===== src/design/mm4_pkg.sv =====
`timescale 1ns / 1ps

package mm4_pkg;

  // Element format is fixed by the interface: signed 32-bit fixed point
  localparam int unsigned DATA_W = 32;

  // Defaults for the top-level parameters
  localparam int unsigned DIM_DEF       = 4;
  localparam int unsigned FRAC_BITS_DEF = 16;

  // Command codes on op_i
  typedef enum logic [1:0] {
    OP_LOAD_LEFT  = 2'd0,
    OP_LOAD_RIGHT = 2'd1,
    OP_MULTIPLY   = 2'd2
  } op_e;

  // Sequencer states
  typedef enum logic [1:0] {
    ST_IDLE,
    ST_ISSUE,
    ST_DRAIN
  } state_e;

endpackage


===== src/design/mm4_cell.sv =====
`timescale 1ns / 1ps

// One link of the dot-product chain. Cell k holds column k of the left
// matrix and row k of the right matrix, multiplies the pair picked by the
// passing beat's (row, col) and adds the product to the running sum.
module mm4_cell
  import mm4_pkg::*;
#(
  parameter int unsigned DIM       = DIM_DEF,
  parameter int unsigned FRAC_BITS = FRAC_BITS_DEF,
  parameter int unsigned CELL_IDX  = 0,
  localparam int unsigned IDX_W    = $clog2(DIM),
  localparam int unsigned ACC_W    = 2 * DATA_W + $clog2(DIM)
) (
  input  logic                    clk_i,
  input  logic                    rst_ni,
  // element writes
  input  logic                    wr_left_i,
  input  logic                    wr_right_i,
  input  logic [IDX_W-1:0]        wr_idx_i,
  input  logic [DATA_W-1:0]       wr_data_i,
  // beat from the previous cell
  input  logic                    vld_i,
  input  logic                    last_i,
  input  logic [IDX_W-1:0]        row_i,
  input  logic [IDX_W-1:0]        col_i,
  input  logic signed [ACC_W-1:0] sum_i,
  // beat to the next cell
  output logic                    vld_o,
  output logic                    last_o,
  output logic [IDX_W-1:0]        row_o,
  output logic [IDX_W-1:0]        col_o,
  output logic signed [ACC_W-1:0] sum_o
);

  localparam logic [DATA_W-1:0] ONE = DATA_W'(1) << FRAC_BITS;

  logic [DATA_W-1:0] lcol_q [DIM];
  logic [DATA_W-1:0] rrow_q [DIM];

  logic signed [DATA_W-1:0]   opa, opb;
  logic signed [2*DATA_W-1:0] prod_d, prod_q;
  logic signed [ACC_W-1:0]    sum_a_q, sum_d, sum_q;
  logic                       a_vld_q, a_last_q, b_vld_q, b_last_q;
  logic [IDX_W-1:0]           a_row_q, a_col_q, b_row_q, b_col_q;

  // local slices of both matrices, identity after reset
  always_ff @(posedge clk_i or negedge rst_ni) begin
    if (!rst_ni) begin
      for (int i = 0; i < DIM; i++) begin
        lcol_q[i] <= (i == CELL_IDX) ? ONE : '0;
        rrow_q[i] <= (i == CELL_IDX) ? ONE : '0;
      end
    end else begin
      if (wr_left_i) begin
        lcol_q[wr_idx_i] <= wr_data_i;
      end
      if (wr_right_i) begin
        rrow_q[wr_idx_i] <= wr_data_i;
      end
    end
  end

  // operand select and multiply
  assign opa    = $signed(lcol_q[row_i]);
  assign opb    = $signed(rrow_q[col_i]);
  assign prod_d = opa * opb;

  // accumulate
  assign sum_d = sum_a_q + ACC_W'($signed(prod_q));

  // control of both stages
  always_ff @(posedge clk_i or negedge rst_ni) begin
    if (!rst_ni) begin
      a_vld_q <= 1'b0;
      b_vld_q <= 1'b0;
    end else begin
      a_vld_q <= vld_i;
      b_vld_q <= a_vld_q;
    end
  end

  // payload of both stages
  always_ff @(posedge clk_i) begin
    prod_q   <= prod_d;
    sum_a_q  <= sum_i;
    a_last_q <= last_i;
    a_row_q  <= row_i;
    a_col_q  <= col_i;
    sum_q    <= sum_d;
    b_last_q <= a_last_q;
    b_row_q  <= a_row_q;
    b_col_q  <= a_col_q;
  end

  assign vld_o  = b_vld_q;
  assign last_o = b_last_q;
  assign row_o  = b_row_q;
  assign col_o  = b_col_q;
  assign sum_o  = sum_q;

endmodule


===== config.mk =====
export PLATFORM = sky130hd
export DESIGN_NAME = mm4_cell
export DESIGN_NICKNAME = d
export VERILOG_FILES = /design/src/design/mm4_pkg.sv /design/src/design/mm4_cell.sv
export SDC_FILE = /design/constraint.sdc
export NUM_CORES = 2
export LEC_CHECK = 0
export BUFFER_PORTS_ARGS = -buffer_cell sky130_fd_sc_hd__clkbuf_2
export CORE_UTILIZATION = 55
export CTS_CLUSTER_SIZE = 24
export DETAILED_ROUTE_END_ITERATION = 16
export PLACE_DENSITY = 0.82
export SETUP_SLACK_MARGIN = 0.2
export SLEW_MARGIN = 20
export SYNTH_ARGS = -nofsm -noshare
export SYNTH_HDL_FRONTEND = slang
export SYNTH_SLANG_ARGS = --single-unit

===== constraint.sdc =====
create_clock -name clk_i -period 10.55 [get_ports clk_i]
set_input_delay 1.055 -clock clk_i [delete_from_list [all_inputs] [get_ports clk_i]]
set_output_delay 1.055 -clock clk_i [all_outputs]
set_load 0.01 [all_outputs]

==> flow_metrics.tcl <==
set metrics [dict create \
    clockBufferDepth 3 \
    num_vias 41229 \
    setup_viol 0 \
    wire_per_inst_um 23.3 \
    period_share_pct 91.4 \
    holdBufCountCts 0 \
    syn_area_mm2 0.0549 \
    whs_endpoint "last_o" \
    htreeDepth 2 \
    io_pins 182 \
    status "complete, no violations" \
    fp.dieH_um 318 \
    arrival_ps 10240 \
    dp_hpwl_um 126000 \
    synth.largest_area_cell "fa_1" \
    top_usage_layer "met2" \
    cap_violations 0 \
    grt_pass1_vias 44697 \
    synth_nets 6970 \
    clock_latency_ps 700 \
    syn_area_per_cell_um2 9.94 \
    fin_crit_ps 9640 \
    slew_viol_final 0 \
    grt_overflow_total 0 \
    rsz0062_at_grt "false" \
    rows 115 \
    wirelength_um 163000 \
    relSlewSlack_pct 23.7 \
    drc 0 \
    grt_start_max_net_pins 108 \
    start_kind "input pin" \
    cts_num_sinks 464 \
    async_reset_ff_share_pct 55.6 \
    grt_usage_pct 33.5 \
    syn_inst 5528 \
    core_area_mm2 0.0987 \
    drt-pass1-iter-count 8 \
    synth-edff-count 0 \
    ys_seq_elements 464 \
    use_met1_pct 39.1 \
    numPortBuffers 181 \
    cts_tree "built" \
    finalHoldViolCount 0 \
    worstHoldStart "a_last_q" \
    synthTopCellsByArea "fa_1, dfrtp_1, dfxtp_1, inv_1, mux2_2" \
    grt_pass1_wl_um 255000 \
    ys_seq_area_share_pct 19.3 \
    place_congestion 1.01 \
    path_class "input pin to flop" \
    initial_core_util_pct 55.6 \
    ys_types 85 \
    ant_nets 0 \
    final_layout_size_suffix_gt1_share_pct 14.1 \
    regToRegEndpoint "prod_q[62]" \
    die_w_um 318 \
    cp_max_fo 18 \
    clock.fmax_mhz 104 \
    crit_required_ps 11140 \
    areaGrowthSynthToFinish_pct 8.82 \
    yosys.area.top_type_share_pct 39.5 \
    end_kind "flop" \
    antenna_found_initial 5 \
    fin_skew_ps 85.5 \
    clkTransAtPathRegs_ps 60 \
    synth_ff_type "dfrtp_1" \
    die_area_mm2 0.101 \
    reg2reg_depth 28 \
    worstMarginPinSlew_ps 1140 \
    hold_depth 0 \
    hp-class "flop to flop" \
    clock-root-buffer "clkbuf_16" \
    fin_nets 7120 \
    met2_usage_pct 53.6 \
    met3_usage_pct 9.09 \
    timing.rr.start "rrow_q[2]" \
    ff2ff_setup_slack_ps 1350 \
    drt_iter0_drc 3909 \
    cts_resized 0 \
    vias_per_cell 5.88 \
    yosys_warnings 0 \
    cts_made_buffers 52 \
    post_cts_buffers 0 \
    setup_tns_ps 0 \
]
-- worst max-delay path, cell delays in order --
cell      delay (ps)
buf_2            340
buf_4            300
buf_4            330
mux2_2           400
o21ai_2          710
buf_4            250
nor2_1            60
fa_1             570
fa_1             430
fa_1             520
fa_1             440
fa_1             510
fa_1             430
fa_1             530
fa_1             450
ha_1             410
a21oi_1          170
o21ai_0          170
a211oi_1         310
a21oi_1          140
nor3_2           530
o211ai_1         260
a31o_1           250
a21o_1           190
a311oi_1         300
xnor2_1          160
-- stage by stage --
step / worst slack, ps / hold WS, ps / std cells / area [um2] / utilization, %
floorplan: 776 / 310 / 5528 / 54900 / -
CTS: 1130 / 329 / 7008 / 59700 / 60.5
finish: 907 / 328 / 7013 / 59800 / 60.6
global route: 491 / 335 / 7011 / 59800 / 60.6
global placement: 563 / 310 / 6910 / 57900 / 58.6
detailed placement: 457 / 315 / 6910 / 57900 / 58.6
-- flip-flops by register name, indices dropped and copies added (netlist names) --
signal    cells
last_o        1
row_o         2
rrow_q      128
a_vld_q       1
col_o         2
a_last_q      1
vld_o         1
prod_q       64
sum_o        66
a_row_q       2
sum_a_q      66
a_col_q       2
lcol_q      128
-- cell usage in the layout, fill, tap and decap left out, types with 22 or more instances in the layout --
cell / n
fa_1: 1083
inv_1: 1043
nand2_1: 658
nor2_1: 525
mux2_2: 311
dfrtp_1: 256
ha_1: 249
dfxtp_1: 206
clkbuf_2: 176
buf_4: 170
a21oi_1: 141
xnor2_1: 90
o21ai_0: 87
a21o_1: 74
o21a_1: 63
mux2i_1: 57
clkbuf_16: 52
and2_1: 44
o21ai_1: 43
xor2_1: 43
nor2b_1: 27
nand2b_1: 24
nand4_1: 24
nand3_1: 22
-- how the worst max path moves through the flow --
stage                  start          to
floorplan           col_i[1]  prod_q[62]
global placement    col_i[1]  prod_q[62]
detailed placement  col_i[1]  prod_q[62]
CTS                 col_i[1]  prod_q[62]
global route        col_i[1]  prod_q[62]
finish              col_i[1]  prod_q[62]
-- cell usage after synthesis (16+ instances only) --
| master | number |
|---|---|
| dfxtp_1 | 206 |
| buf_1 | 34 |
| ha_1 | 249 |
| o21ai_1 | 35 |
| o21ai_0 | 102 |
| a21oi_1 | 141 |
| a21o_1 | 74 |
| xor2_1 | 43 |
| nor2b_1 | 27 |
| nand4_1 | 24 |
| dfrtp_1 | 256 |
| nor3_1 | 16 |
| nor2_1 | 525 |
| xnor2_1 | 90 |
| fa_1 | 1083 |
| o21a_1 | 63 |
| and2_1 | 44 |
| nand3_1 | 23 |
| nand2b_1 | 24 |
| mux2i_1 | 57 |
| inv_1 | 1043 |
| nand2_1 | 658 |
| mux2_2 | 311 |
| clkbuf_1 | 211 |
-- area by class of cell --
class	instances	area, um2
Inverter	1043	3920
Fill cell	7943	38900
Antenna cell	4	10.0
Clock inverter	23	363
Multi-Input combinational cell	3761	39500
Clock buffer	75	1510
Tap cell	1287	1610
Timing Repair Buffer	356	2300
Sequential cell	464	10600
-- routing by layer --
layer  vias to the layer above  part of all wire, %
li1                      17183                    -
met3                       813                   11
met5                         -                0.021
met1                     20650                   34
met4                         6                  8.9
met2                      2577                   46
-- cell families (layout without fill, tap and decap cells) --
| kind of cell | Yosys count | after routing | synth area share [%] |
|---|---|---|---|
| mux | 377 | 377 | 7.78 |
| flops | 464 | 464 | 19.3 |
| other cells | 0 | 4 | 0 |
| fa+ha+maj | 1332 | 1332 | 45.1 |
| buf+inv | 1303 | 1497 | 8.94 |
| simple gates | 1387 | 1387 | 10.4 |
| xor+xnor | 133 | 133 | 2.12 |
| compound gates | 532 | 532 | 6.30 |
Power is not shown: default switching activity piles up to over one toggle a cycle in this logic, so the estimate is an artifact.
